## config.mk

```make
export PLATFORM = sky130hd
export DESIGN_NAME = ycde_ram
export DESIGN_NICKNAME = d
export VERILOG_FILES = /design/src/hw/rtl/ycde_ram.sv
export SDC_FILE = /design/constraint.sdc
export NUM_CORES = 2
export LEC_CHECK = 0
export BUFFER_PORTS_ARGS = -buffer_cell sky130_fd_sc_hd__buf_2
export CAP_MARGIN = 30
export CORE_ASPECT_RATIO = 0.5
export CORE_MARGIN = 4
export CORE_UTILIZATION = 30
export DETAILED_ROUTE_END_ITERATION = 10
export PLACE_DENSITY = 0.42
export SYNTH_ARGS = -nofsm -noshare
export SYNTH_HDL_FRONTEND = slang
export SYNTH_SLANG_ARGS = --single-unit
```

## constraint.sdc

```tcl
create_clock -name clk -period 4.05 [get_ports clk]
set_input_delay 0.6075 -clock clk [delete_from_list [all_inputs] [get_ports clk]]
set_output_delay 0.6075 -clock clk [all_outputs]
set_load 0.01 [all_outputs]
```

## src/hw/rtl/ycde_ram.sv

```systemverilog
// Generic single-port synchronous RAM with a registered read.
// No dependencies.
module ycde_ram #(
	parameter int WIDTH = 32,
	parameter int DEPTH = 64
) (
	input  logic                     clk,
	input  logic                     we,
	input  logic [$clog2(DEPTH)-1:0] addr,
	input  logic [WIDTH-1:0]         wdata,
	output logic [WIDTH-1:0]         rdata
);
	logic [WIDTH-1:0] mem [DEPTH];

	always_ff @(posedge clk) begin
		if (we) begin
			mem[addr] <= wdata;
		end
		rdata <= mem[addr];
	end
endmodule

```

==> impl_results.md <==
* Tmin final at 2980 ps
* Max clock buf depth at 4
* IR drop worst, VDD at 0.296 mV
* Final hold vios at 0
* Max FO, Critical Path at 38
* Clk sinks at around 2100
* Final Skew at roughly 55 ps
* Worst slew pin tran at 1010 ps
* Syn Inst Count at 4239
* Clk pin slew, worst setup/hold paths at approximately 60 ps
* Die ar. at 0.272 mm^2
* Post-synth EDFFs at 2048
* Drt first-iter violations at 4139
* Fin cells at 8236
* # rows at 132
* P_leak at 29.9 nW
* Via Count at roughly 43000
* IO Pins at 72
* Number of buffers added on ports at 71
* Placed Area at 0.0868 mm^2
* GRT Util Overall at between 10% and 20%
* CTS tree: yes
* Seq pwr share at 53.2%
* Utilization after layout at 35.8%
* Max-slew violation count at 0
* DRT Pass-1 Iters at 5
* Clock share of power at 41.0%
* CP Capture Type: flip-flop
* Detail Route Antenna Nets at 0
* Post-synth cell types at 56
* DRC Markers at 0
* F_max at 0.336 GHz
* Vias in the first global route at 43300
* Area leader, netlist: edfxtp_1
* Final net count at about 4600
* Core Box Area at ~0.26 mm^2
* Final WL at between 200 and 300 mm
* Power share of the combinational group at 5.7%
* Max-cap viol count at 0
* Switching power at 0.0100 W
* Setup CP Type: input pin to flip-flop
* Root Driver: clkbuf_16
* Area contributors post-synth: edfxtp_1 (78%), mux2i_1 (3.3%), mux4_2 (2.7%), mux2_2 (2.1%), a221oi_1 (1.9%)
* Ant. Diodes at 0
* Sw Ratio at 22.3%
* CTS Buf Count at 207
* Post-Synthesis Cell Area at 0.0789 mm^2
* Average routed wire per standard cell at 30.5 um
* Worst EP required at 4720 ps
* Status: complete, no violations
* Die Wd at 733 um
* Asr flop ratio synth at 0%
* Ys Warns at 0
* Via density at between 5 and 6
* H-Tree Depth at 4
* Worst Hold Class: input pin to flip-flop
* Starting Density at 30.3%
* Sequential-to-total area share from yosys stat at 78.7%
* Initial antenna violation count at 10
* Synth top area share at ~78%
* Hold_ws at 63.2 ps
* Largest net degree at the start of global routing at 86
* Commonest cells post-synth: edfxtp_1 (2048), mux2i_1 (259), a22oi_1 (188)
* Post-cts resize count at 0
* RSZ-0062 raised after global routing: no
* Int Pwr at around 0.035 W
* Filler cells at 24300
* Slew headroom at 32.5%
* Crit start category: input pin
* Mean post-synth cell area at 18.6 um^2
* Height of the die at between 300 and 400 um
* Setup TNS at 0 ps
* Layout cells sized above 1 at 22.2%
* Global-route wire length before repair at 350 mm
* Most numerous cell in the Yosys netlist: edfxtp_1
* Power Density at 482 mW/mm^2
* Period utilisation layout at 73.5%
* Placed Cells at roughly 8000
* Top FF cell, synth: edfxtp_1
* GR Overflow Total at 0
* Gp weighted congestion at 0.788
* Final setup fails at 0
* Synthesized Nets at 4279
* Worst Path Arrival at 3650 ps
* P&R area growth vs syn at 18.2%
* Worst skew pair latency at between 800 and 900 ps
* DP HPWL at 153 mm
* Yosys reg bits at between 2000 and 2500
* Design Area, Final at 0.0933 mm^2
==> flip-flops by register name, summed over array words and instances (netlist names) <==
register and cells:
rdata 32, mem 2048
==> placed cells by master (no fill, tap or decap), types with 16 or more instances in the layout <==
| master | n |
|---|---|
| a211oi_1 | 17 |
| a21oi_1 | 121 |
| a221oi_1 | 175 |
| a222oi_1 | 16 |
| a22o_1 | 66 |
| a22oi_1 | 188 |
| a31oi_1 | 43 |
| and3_1 | 85 |
| buf_12 | 95 |
| buf_2 | 67 |
| buf_4 | 279 |
| clkbuf_1 | 43 |
| clkbuf_16 | 211 |
| clkinv_1 | 43 |
| clkinv_2 | 38 |
| dfxtp_1 | 32 |
| edfxtp_1 | 2048 |
| mux2_2 | 147 |
| mux2i_1 | 259 |
| mux4_2 | 96 |
| nand2_1 | 27 |
| nand3_1 | 53 |
| nor2_1 | 77 |
| nor2_4 | 67 |
| nor3_1 | 19 |
| o21ai_0 | 84 |
| o22a_1 | 70 |
| o22ai_1 | 93 |
==> per-layer routing <==
| layer | GRT usage, % | share of wire [%] | vias up |
|---|---|---|---|
| met3 | 2.15 | 4.7 | 275 |
| met4 | 3.41 | 1.8 | 0 |
| met2 | 29.3 | 47 | 1213 |
| li1 | - | - | 18400 |
| met1 | 26.3 | 47 | 23200 |
| met5 | 0 | 0 | - |
==> power by group through the flow <==
stage	combinational, W	clock (W)	sequential [W]
2_1_floorplan	0.00114	0	0.0244
3_3_place_gp	0.00255	0	0.0244
3_5_place_dp	0.00260	0	0.0244
4_1_cts	0.00261	0.0189	0.0240
5_1_grt	0.00274	0.0198	0.0239
6_report	0.00258	0.0184	0.0239
==> layout make-up <==
| cell class | count | area, um^2 | area share, % |
|---|---|---|---|
| flip-flops and latches | 2080 | 62100 | 66.6 |
| repair buffers | 447 | 4410 | 4.73 |
| clock inverters | 100 | 718 | 0.770 |
| inverters | 2 | 15.0 | 0.0161 |
| clock buffers | 264 | 5580 | 5.98 |
| multi-input cells | 1859 | 16100 | 17.2 |
| well taps | 3484 | 4360 | 4.67 |
==> through the flow <==
stage,setup slack (ps),total power [W]
2_1_floorplan,204,0.0255
3_3_place_gp,238,0.0270
3_5_place_dp,238,0.0270
4_1_cts,1160,0.0454
5_1_grt,915,0.0465
6_report,1070,0.0450
==> logic make-up after synthesis <==
kind of cell           Yosys count  synth area share [%]
flip-flops                    2080                  78.7
multiplexers                   502                  8.12
AO/OA/AOI/OAI                  933                  8.66
buffers and inverters          300                  1.68
AND/OR/NAND/NOR                424                  2.81
==> critical path, stage by stage <==
cell	delay, ps
buf_8	370
buf_12	250
nor2b_2	190
buf_4	230
and3_1	180
nor4_1	640
buf_4	220
a31oi_1	80
a2111oi_0	390
buf_4	200
nand3_1	180
==> path summary, 6_finish.rpt <==
kind,start,end,slack [ps],cells past startpoint
min,wdata[15],mem[61][15],60,1
min reg2reg,mem[28][2],rdata[2],620,4
max,addr[0],rdata[24],1070,11
max reg2reg,mem[21][9],rdata[9],1350,6
==> timing repair <==
action | CTS | global route
endpoints found under the hold margin | 8 | 2
setup buffers | 0 | 0
hold buffers | 1 | 1
Power figures use the tool's default switching activity.
