<file path="config.mk">
export PLATFORM = sky130hd
export DESIGN_NAME = ycde_mul
export DESIGN_NICKNAME = d
export VERILOG_FILES = /design/src/hw/rtl/ycde_mul.sv
export SDC_FILE = /design/constraint.sdc
export NUM_CORES = 2
export LEC_CHECK = 0
export BUFFER_PORTS_ARGS = -buffer_cell sky130_fd_sc_hd__buf_2
export CAP_MARGIN = 10
export CORE_MARGIN = 5
export CORE_UTILIZATION = 64
export CTS_BUF_LIST = sky130_fd_sc_hd__clkbuf_8
export DETAILED_ROUTE_END_ITERATION = 10
export HOLD_SLACK_MARGIN = 0.06
export PLACE_DENSITY = 0.83
export SETUP_SLACK_MARGIN = 0.2
export SKIP_LAST_GASP = 1
export SLEW_MARGIN = 5
export SYNTH_ARGS = -nofsm -noshare
export SYNTH_HDL_FRONTEND = slang
export SYNTH_SLANG_ARGS = --single-unit
</file>
<file path="constraint.sdc">
create_clock -name clk -period 15.2 [get_ports clk]
set_clock_uncertainty 0.2 [all_clocks]
set_input_delay 0.76 -clock clk [delete_from_list [all_inputs] [get_ports clk]]
set_output_delay 0.76 -clock clk [all_outputs]
set_load 0.1 [all_outputs]
</file>
<file path="src/hw/rtl/ycde_mul.sv">
// Sequential 64x64 unsigned multiplier using one 32x32 product per cycle,
// returning the low 64 bits of floor(a*b/2^60). Depends on nothing.
module ycde_mul (
	input  logic        clk,
	input  logic        arst_n,
	input  logic        go,
	input  logic [63:0] a,
	input  logic [63:0] b,
	output logic        done,
	output logic [63:0] q
);
	logic [2:0]   step_q;
	logic         run_q;
	logic [63:0]  a_q, b_q;
	logic [127:0] acc_q;
	logic [31:0]  pa, pb;
	logic [63:0]  prod;
	logic [127:0] sh;

	always_comb begin
		pa = step_q[1] ? a_q[63:32] : a_q[31:0];
		pb = step_q[0] ? b_q[63:32] : b_q[31:0];
		prod = 64'(pa) * 64'(pb);
		case (step_q[1:0])
			2'd0:    sh = 128'(prod);
			2'd3:    sh = {prod, 64'd0};
			default: sh = {32'd0, prod, 32'd0};
		endcase
	end

	always_ff @(posedge clk or negedge arst_n) begin
		if (!arst_n) begin
			run_q  <= 1'b0;
			step_q <= '0;
			done   <= 1'b0;
		end else begin
			done <= 1'b0;
			if (go) begin
				run_q  <= 1'b1;
				step_q <= '0;
			end else if (run_q) begin
				step_q <= step_q + 3'd1;
				if (step_q == 3'd3) begin
					run_q <= 1'b0;
					done  <= 1'b1;
				end
			end
		end
	end

	always_ff @(posedge clk) begin
		if (go) begin
			a_q   <= a;
			b_q   <= b;
			acc_q <= '0;
		end else if (run_q) begin
			acc_q <= acc_q + sh;
		end
	end

	assign q = acc_q[123:60];
endmodule

</file>
==> impl_metrics.yaml <==
status:
  status: "finished clean"
yosys:
  yosys.area.top_type_share: 0.355
  yosys_warnings: 0
  synth_top_area_cell: "fa_1"
  synth_cells: 5813
  synthArstFlopShare: 0.0195
  synth_edf_count: 128
  synth-seq-cells: 257
  netlist_area_um2: 50600
  synth_cell_types: 80
  synth.area.top_cells: "fa_1 (36%), ha_1 (9.8%), edfxtp_1 (7.6%)"
  ys.flop_type: "edfxtp_1"
  yosysMostFrequentCell: "inv_1"
  synth_nets: 7236
  ys_seq_area_frac: 0.128
  avgSynthCellArea_um2: 8.70
  synthTopCellsByCount: "inv_1 (920), fa_1 (897), nor2_1 (774)"
placement:
  dp.final_hpwl_um: 136000
  io_buffers: 195
  place_area_um2: 52000
  gp_congestion: 1.04
clocking:
  cts_tree: "yes"
  clkLatencyLatePin_ns: 0.72
  htree_levels: 2
  clkSlewWorstSetupHoldPaths_ns: 0.06
  numCtsBuffers: 50
  clock_path_buffers: 3
  post_cts_resized: 0
  cts_sinks: 257
  cts-root-buf: "clkbuf_8"
detailed_routing:
  dr.pass1.iters: 9
  drt-initial-drc-count: 5147
  vias_per_cell: 6.26
  antenna_left: 0
  num_vias: 43804
  routed_wl_um: 174000
  wl_per_cell_um: 24.9
  drcViolationCount: 0
die:
  start_util: 0.643
  design.portCount: 196
  die_h_um: 291
  die-area_um2: 84700
  num_rows: 103
  die_w_um: 291
  core_um2: 78600
timing:
  finalCritPeriodShare: 0.880
  slew_viol_final: 0
  slew_headroom: 0.120
  setup_tns_ns: 0
  rsz0062_at_grt: "no"
  worst_pin_slew_ns: 1.29
  timing.final.crit_period_ns: 13.38
  setup_violations: 0
  timing.fmax_mhz: 74.7
  hold_viol: 0
critical_path:
  path_class: "flip-flop to flip-flop"
  cp-start-kind: "flip-flop"
  crit_path_end_kind: "flip-flop"
  required_ns: 15.64
  crit_path_frequent_cell: "fa_1"
  crit_path_max_fanout: 39
  crit_slowest_cell: "mux2i_2"
  arrival_ns: 13.82
  crit_family: "adder cells"
  critPathBufInv: 5
  max_stage_delay_ns: 1.13
global_routing:
  grt_max_degree: 102
  grt.overflow.total: 0
  grt_pass1_vias: 45550
  grt_pass1_wl_um: 268000
  antenna_found_initial: 6
  grt_usage: 0.411
finish:
  multi_input_area_um2: 39200
  syn_to_final_growth_pct: 7.57
  seqCellArea_um2: 6460
  nNetsFinal: 7320
  fin_area_um2: 54400
  num-fill-cells: 6084
  drive_gt1_frac: 0.0812
flow_run:
  cap_violations: 0
min_path:
  hold_class: "input port to flip-flop"
## routing by layer
layer  GRT usage  share of wire  vias up
met5           0        0.00033        -
met4       0.237          0.078        6
met3       0.142           0.14      807
met2       0.609           0.42     3202
met1       0.527           0.35    21221
li1            -              -    18568
## sequential cells by signal, summed over array words and instances, names as in the netlist
register / cells
acc_q: 124
a_q: 64
b_q: 64
step_q: 3
done: 1
run_q: 1
## worst register-to-register path: cells and delay by family, from the launching register on
kind            cells  cell delay, ns
mux                 1            1.14
buf+inv             5            0.59
xor+xnor            1            0.40
compound gates     14            3.94
simple gates        6            1.20
fa+ha+maj          10            4.87
flops               1            0.94
## kinds of logic (layout without fill, tap and decap cells)
group           count (synthesis)  after routing  synth area share
simple gates                 1768           1768             0.146
other cells                     0              3                 0
compound gates                860            860             0.106
fa+ha+maj                    1292           1292             0.453
flops                         257            257             0.128
buf+inv                      1282           1408             0.101
xor+xnor                      176            176            0.0305
mux                           178            178            0.0368
## final cells by class
cell class | instances | area share
tap | 1050 | 0.0242
inverter | 921 | 0.0636
clock inverter | 41 | 0.00727
sequential | 257 | 0.119
multi-input combinational | 4274 | 0.721
clock buffer | 53 | 0.0134
antenna | 3 | 0.000138
timing repair buffer | 393 | 0.0513
## cell usage in the layout, fill, tap and decap left out, types with 20 or more instances in the layout
| cell type | instances |
|---|---|
| inv_1 | 930 |
| fa_1 | 897 |
| nor2_1 | 772 |
| nand2_1 | 712 |
| ha_1 | 395 |
| a21oi_1 | 277 |
| o21ai_0 | 217 |
| buf_2 | 194 |
| edfxtp_1 | 128 |
| dfxtp_1 | 124 |
| dlygate4sd3_1 | 122 |
| xnor2_1 | 105 |
| nand4_1 | 93 |
| buf_4 | 75 |
| mux2i_1 | 74 |
| a21o_1 | 71 |
| xor2_1 | 71 |
| mux2_2 | 64 |
| clkbuf_8 | 54 |
| o21bai_1 | 52 |
| a22o_1 | 50 |
| and2_1 | 50 |
| nor3_1 | 41 |
| mux2i_2 | 35 |
| o21a_1 | 33 |
| a31oi_1 | 20 |
## per-stage QoR
| stage | hold WS, ns | std cells | setup slack, ns | utilization |
|---|---|---|---|---|
| floorplan | 0.232 | 5813 | 4.01 | - |
| global placement | 0.244 | 6773 | 2.36 | 0.662 |
| detailed placement | 0.259 | 6773 | 2.16 | 0.662 |
| CTS | 0.0628 | 6989 | 2.09 | 0.692 |
| global route | 0.0644 | 6990 | 1.45 | 0.692 |
| finish | 0.0818 | 6992 | 1.82 | 0.692 |
## path summary, 6_finish.rpt
kind                                         from                 endpoint  cells past startpoint  slack [ns]
min reg2reg                acc_q[11]$_SDFFE_PP0P_   acc_q[11]$_SDFFE_PP0P_                      2        0.27
max in group asynchronous                  arst_n    step_q[1]$_DFFE_PN0P_                      2       14.30
min                                          a[0]         a_q[0]$_DFFE_PP_                      1        0.08
max                         step_q[0]$_DFFE_PN0P_  acc_q[123]$_SDFFE_PP0P_                     37        1.82
min in group asynchronous                  arst_n    step_q[2]$_DFFE_PN0P_                      2        0.24
max reg2reg                 step_q[0]$_DFFE_PN0P_  acc_q[123]$_SDFFE_PP0P_                     37        1.82
## repair_timing
item | 4_1_cts | 5_1_grt
endpoints found under the hold margin | 126 | 0
buffers inserted | 0 | 0
hold buffers | 122 | 0
Power is not shown: default switching activity piles up to over one toggle a cycle in this logic, so the estimate is an artifact.
