--- src/hw/rtl/ycde_pkg.sv ---
// Package for the yield curve discount engine: payload structs, request codes,
// status codes and arithmetic constants. No dependencies.
package ycde_pkg;

	localparam int MAX_POINTS_DEF = 64;
	localparam int FRAC_BITS_DEF  = 28;
	localparam int TIME_FRAC      = 24;
	localparam int EXP_TERMS      = 17;
	localparam logic [63:0] LN2_Q58 = 64'hB17217F7D1CF79AB >> 6;

	typedef enum logic [1:0] {
		REQ_LOAD  = 2'd0,
		REQ_SPOT  = 2'd1,
		REQ_FWD   = 2'd2,
		REQ_SHORT = 2'd3
	} req_type_t;

	typedef enum logic [1:0] {
		ST_OK     = 2'd0,
		ST_BAD    = 2'd1,
		ST_BEYOND = 2'd2
	} status_t;

	typedef struct packed {
		logic [1:0]         req_type;
		logic [5:0]         point_index;
		logic [30:0]        time_a;
		logic [30:0]        time_b;
		logic signed [31:0] rate_value;
	} req_t;

	typedef struct packed {
		logic signed [31:0] result_value;
		logic [1:0]         status;
	} rsp_t;

	typedef enum logic [3:0] {
		S_IDLE,
		S_LOAD,
		S_WRD,
		S_WALK,
		S_NEXTT,
		S_RED,
		S_EXPM,
		S_EXPD,
		S_DIV,
		S_OUT
	} fsm_t;

endpackage

--- src/hw/rtl/ycde_mul.sv ---
// Sequential 64x64 unsigned multiplier using one 32x32 product per cycle,
// returning the low 64 bits of floor(a*b/2^60). Depends on nothing.
module ycde_mul (
	input  logic        clk,
	input  logic        arst_n,
	input  logic        go,
	input  logic [63:0] a,
	input  logic [63:0] b,
	output logic        done,
	output logic [63:0] q
);
	logic [2:0]   step_q;
	logic         run_q;
	logic [63:0]  a_q, b_q;
	logic [127:0] acc_q;
	logic [31:0]  pa, pb;
	logic [63:0]  prod;
	logic [127:0] sh;

	always_comb begin
		pa = step_q[1] ? a_q[63:32] : a_q[31:0];
		pb = step_q[0] ? b_q[63:32] : b_q[31:0];
		prod = 64'(pa) * 64'(pb);
		case (step_q[1:0])
			2'd0:    sh = 128'(prod);
			2'd3:    sh = {prod, 64'd0};
			default: sh = {32'd0, prod, 32'd0};
		endcase
	end

	always_ff @(posedge clk or negedge arst_n) begin
		if (!arst_n) begin
			run_q  <= 1'b0;
			step_q <= '0;
			done   <= 1'b0;
		end else begin
			done <= 1'b0;
			if (go) begin
				run_q  <= 1'b1;
				step_q <= '0;
			end else if (run_q) begin
				step_q <= step_q + 3'd1;
				if (step_q == 3'd3) begin
					run_q <= 1'b0;
					done  <= 1'b1;
				end
			end
		end
	end

	always_ff @(posedge clk) begin
		if (go) begin
			a_q   <= a;
			b_q   <= b;
			acc_q <= '0;
		end else if (run_q) begin
			acc_q <= acc_q + sh;
		end
	end

	assign q = acc_q[123:60];
endmodule

--- src/hw/rtl/ycde_div.sv ---
// Divider of a value below 2^61 by a term number from 1 to EXP_TERMS, done as a
// multiply by a rounded-up reciprocal. Depends on ycde_pkg and ycde_mul.
module ycde_div
	import ycde_pkg::*;
(
	input  logic        clk,
	input  logic        arst_n,
	input  logic        go,
	input  logic [63:0] num,
	input  logic [4:0]  den,
	output logic        done,
	output logic [63:0] q
);
	logic [63:0] recip [32];
	logic [2:0]  rshift [32];
	logic [4:0]  den_q;
	logic [63:0] prod;

	// ceil(2^(61+l)/n) with l = clog2(n). The rounding error stays below 1/n for
	// every dividend under 2^61, so the shifted product is the exact floor.
	function automatic logic [63:0] recip_const(input int n);
		logic [127:0] scaled;
		scaled = 128'd1 << (61 + $clog2(n));
		return 64'((scaled + 128'(n - 1)) / 128'(n));
	endfunction

	for (genvar g = 0; g < 32; g++) begin : g_recip
		if (g >= 1 && g <= EXP_TERMS) begin : g_used
			localparam logic [63:0] RC = recip_const(g);
			assign recip[g]  = RC;
			assign rshift[g] = 3'(1 + $clog2(g));
		end else begin : g_unused
			assign recip[g]  = '0;
			assign rshift[g] = '0;
		end
	end

	always_ff @(posedge clk) begin
		if (go) begin
			den_q <= den;
		end
	end

	ycde_mul u_mul (.clk(clk), .arst_n(arst_n), .go(go), .a(num), .b(recip[den]),
		.done(done), .q(prod));

	assign q = prod >> rshift[den_q];
endmodule

--- config.mk ---
export PLATFORM = sky130hd
export DESIGN_NAME = ycde_div
export DESIGN_NICKNAME = d
export VERILOG_FILES = /design/src/hw/rtl/ycde_pkg.sv /design/src/hw/rtl/ycde_mul.sv /design/src/hw/rtl/ycde_div.sv
export SDC_FILE = /design/constraint.sdc
export NUM_CORES = 2
export LEC_CHECK = 0
export ABC_AREA = 1
export BUFFER_PORTS_ARGS = -buffer_cell sky130_fd_sc_hd__buf_4
export CAP_MARGIN = 40
export CORE_MARGIN = 4
export CORE_UTILIZATION = 26
export CTS_CLUSTER_SIZE = 20
export DETAILED_ROUTE_END_ITERATION = 10
export GPL_TIMING_DRIVEN = 0
export PLACE_DENSITY = 0.38
export SETUP_SLACK_MARGIN = 0.05
export SLEW_MARGIN = 5
export SYNTH_ARGS = -nofsm -noshare
export SYNTH_HDL_FRONTEND = slang
export SYNTH_HIERARCHICAL = 1
export SYNTH_SLANG_ARGS = --single-unit
--- constraint.sdc ---
create_clock -name clk -period 12.1 [get_ports clk]
set_input_delay 0.605 -clock clk [delete_from_list [all_inputs] [get_ports clk]]
set_output_delay 0.605 -clock clk [all_outputs]
set_load 0.02 [all_outputs]
==> results.txt <==
----------------------------------------------------
[Run status]
  Outcome ... finished clean

[Clock network]
  Clock root buffer ... clkbuf_16
  Number of clock sinks ... 262
  Number of levels the H-tree was split into ... 2
  Number of buffers added by the clock tree synthesis step ... 40
  Worst skew pair latency ... 0.66 ns
  Clk buf depth ... 3
  Clk slew on worst S/H paths ... 0.06 ns
  TritonCTS clock tree ... built

[Synthesis]
  Synthesized netlist cell count ... 7843
  Summed instance area of the synthesized netlist ... 56800 um2
  Mean cell area of the mapped netlist ... 7.25 um2
  Post-synth EDFFs ... 133
  Portion of the post-synthesis area used by sequential elements ... 0.116
  Number of library cell types mapped by synthesis ... 58
  Dominant synthesized flop cell ... edfxtp_1
  FFs w/ async S/R, synth ... 0.0191
  Post-synthesis sequential element count ... 262
  Synth warn ... 6

[Floorplanning]
  Die Width ... 475 um
  Effective utilization at floorplan ... 0.262
  Die ar. ... 226000 um2
  Core Box Area ... 217000 um2
  Num rows ... 171
  IO Count ... 137
  Die H ... 475 um

[STA]
  Slew of the pin with the lowest slew margin ... 0.991 ns
  Clock Skews ... 0.0653 ns
  Unrepaired setup endpoints after global routing ... false
  Worst slew margin ... 0.337
  Crit share post-route ... 0.968
  Worst path setup slack after routing ... 0.381 ns
  Tmin final ... 11.72 ns
  Setup-failing EPs final ... 0
  Final Hold Viols ... 0
  Number of pins exceeding their max-slew limit in the final report ... 0
  FMAX ... 0.0853 GHz

[Worst setup path]
  Depth of the most critical reg-to-reg path ... 39
  Max stage delay on crit path ... 0.64 ns
  Worst reg2reg path endpoint ... u_mul/acc_q[95]
  Worst-path fanout max ... 10
  FF-to-FF setup slack ... 0.38 ns
  Worst path required time ... 12.65 ns
  Slowest stage cell on the critical path ... fa_1
  Element type at the critical path end ... flop
  Startpoint types ... flop
  Worst flop-to-flop path startpoint ... u_mul/step_q[0]
  Cell with the most instances on the worst path ... fa_1
  Data arrival time of the critical path ... 12.27 ns
  Worst Setup Path Type ... flop to flop

[Drt]
  Routed length on met1 ... 125000 um
  Routed length on met2 ... 141000 um
  Number of design-rule violations left by the first detailed-router iteration ... 3903
  Number of vias in the routed layout ... 53964
  Final routed wire length divided by cell count ... 26.9 um
  Final Routed Wirelength ... 297000 um
  DRC violations left ... 0
  DRT Pass-1 Iters ... 8
  Remaining antenna violation count ... 0
  Per-cell via count in the routed design ... 4.88
  Met3 layer wire length in the routed design ... 15400 um
  Uppermost routed layer ... met5

[Placement]
  Total half-perimeter wirelength after legalization and detailed placement ... 264000 um
  RD Place Congestion ... 0.984
  Worst slack, placed ... -1.00 ns
  Count of buffers from port buffering ... 136

[Final layout]
  Synthesis-to-finish area growth ... 15.0%
  Nets@finish ... 9539
  FILL cells ... 23858
  Fraction of final layout cells sized beyond drive strength 1 ... 0.0968

[Global routing]
  Antenna violations before repair ... 9
  Global-route wire length before repair ... 419000 um
  Remaining Overflow, GRT ... 0
  Number of global-route vias before repair ... 55814
  Global Route Usage Sum ... 0.261
  Pin count of the biggest net entering global routing ... 95

[Min path]
  Endpoint of the worst hold path ... u_mul/a_q[7]
  Startpoint of the tightest hold check path ... num[7]
  Worst hold stages ... 1
  Tightest Hold Check Type ... input pin to flop

[Flow run]
  Max-cap check violation count ... 0

----------------------------------------------------
[cell families (layout without fill, tap and decap cells)]
group	count (synthesis)	after routing	share of synthesized area
other cells	1	7	0.0000660
xor+xnor	76	76	0.0117
fa+ha+maj	1299	1299	0.405
simple gates	3521	3521	0.255
flops	262	262	0.116
buf+inv	1799	2154	0.125
compound gates	885	885	0.0877
[synthesized netlist by cell type (6+ instances only)]
library cell  number  share of area
nor4_1            10         0.0011
a32o_1             8         0.0014
o21bai_1          44         0.0058
a21oi_1          351          0.031
nor2_2            14         0.0015
a21o_1            15         0.0020
clkinv_1          20         0.0013
inv_2             10        0.00066
xnor2_1           52         0.0080
nor3_1            37         0.0033
buf_4             74         0.0098
o22ai_1           39         0.0043
dfxtp_1          124          0.044
nor2_1          1166          0.077
fa_1             897           0.32
o21ai_2           19         0.0029
nand3_2            6         0.0011
nand3b_1          23         0.0030
nand2_2           27         0.0030
buf_2             47         0.0041
xor2_1            24         0.0037
o21a_1            20         0.0026
edfxtp_1         133          0.070
nand4_1           29         0.0032
or2_1             12         0.0013
o211ai_1          16         0.0021
inv_1           1442          0.095
a21oi_2            6        0.00092
nand2_1         1628           0.11
nand3_1          478          0.042
clkbuf_1         191          0.013
ha_1             402          0.089
o21ai_1           50         0.0044
or2_2             79         0.0087
o21ai_0          292          0.026
buf_1             12        0.00079
[through the flow]
stage          TNS, ns  instance area, um2  hold slack [ns]  instances  utilization
6_report             0               65300            0.129      11058        0.301
5_1_grt              0               65300           0.0790      11054        0.301
4_1_cts              0               65100           0.0565      11049        0.300
3_5_place_dp    -48.57               63300            0.420      10976        0.291
3_3_place_gp   -220.87               61400            0.419      10835        0.283
2_1_floorplan        0               56800            0.309       7845            -
[how the worst max path moves through the flow]
stage / to / start / depth (start not counted) / slack [ns]
2_1_floorplan: u_mul/acc_q[69] / u_mul/step_q[0] / 41 / 3.37
3_3_place_gp: u_mul/acc_q[114] / u_mul/step_q[0] / 36 / -3.01
3_5_place_dp: u_mul/acc_q[114] / u_mul/step_q[1] / 38 / -1.00
4_1_cts: u_mul/acc_q[118] / u_mul/step_q[0] / 46 / 0.09
5_1_grt: u_mul/acc_q[97] / u_mul/step_q[0] / 45 / 0.05
6_report: u_mul/acc_q[95] / u_mul/step_q[0] / 39 / 0.38
[metal layers]
layer	vias to the layer above	global-route usage
met2	1699	0.446
met4	6	0.109
met1	27109	0.333
li1	24717	-
met5	-	0
met3	433	0.0328
[layout by cell type, fill, tap and decap left out, types with 31 or more instances in the layout]
master and n:
nor3_1 36, dfxtp_1 124, clkbuf_1 145, nor2_1 1163
ha_1 401, o21ai_2 39, buf_6 48, nand2_1 1624
o22ai_1 31, edfxtp_1 133, o21bai_1 43, o21ai_1 51
fa_1 897, or2_2 79, buf_8 58, buf_4 241
clkbuf_16 42, a21oi_1 339, nand3_1 477, o21ai_0 266
xnor2_1 43, inv_1 1438, clkbuf_2 45, buf_2 49
[worst max-delay path: cells and delay by family, from the launching register on]
| family | cells | cell delay, ns |
|---|---|---|
| fa+ha+maj | 10 | 5.10 |
| compound gates | 10 | 2.62 |
| buf+inv | 9 | 1.36 |
| simple gates | 9 | 1.35 |
| flops | 1 | 0.56 |
| xor+xnor | 1 | 0.56 |
[what timing repair did]
action / 4_1_cts / 5_1_grt
endpoints found under the setup margin: 92 / 70
gates resized for setup: 93 / 71
endpoints found under the hold margin: 5 / 0
hold buffers: 1 / 0
buffers inserted: 1 / 5
[flip-flops by register name, indices dropped and copies added (netlist names)]
signal and count:
u_mul/acc_q 124, u_mul/b_q 64, u_mul/run_q 1, u_mul/step_q 3, u_mul/a_q 64, den_q 5, u_mul/done 1
[layout make-up]
class | count | area, um2 | area share
antenna | 4 | 10.0 | 0.000153
sequential | 262 | 6610 | 0.101
multi-input combinational | 5784 | 43600 | 0.667
timing repair buffer | 284 | 2860 | 0.0437
tap | 2854 | 3570 | 0.0547
clock inverter | 23 | 353 | 0.00540
inverter | 1472 | 5560 | 0.0850
buffer | 324 | 1670 | 0.0256
clock buffer | 51 | 1130 | 0.0174
Power is not shown: default switching activity piles up to over one toggle a cycle in this logic, so the estimate is an artifact.
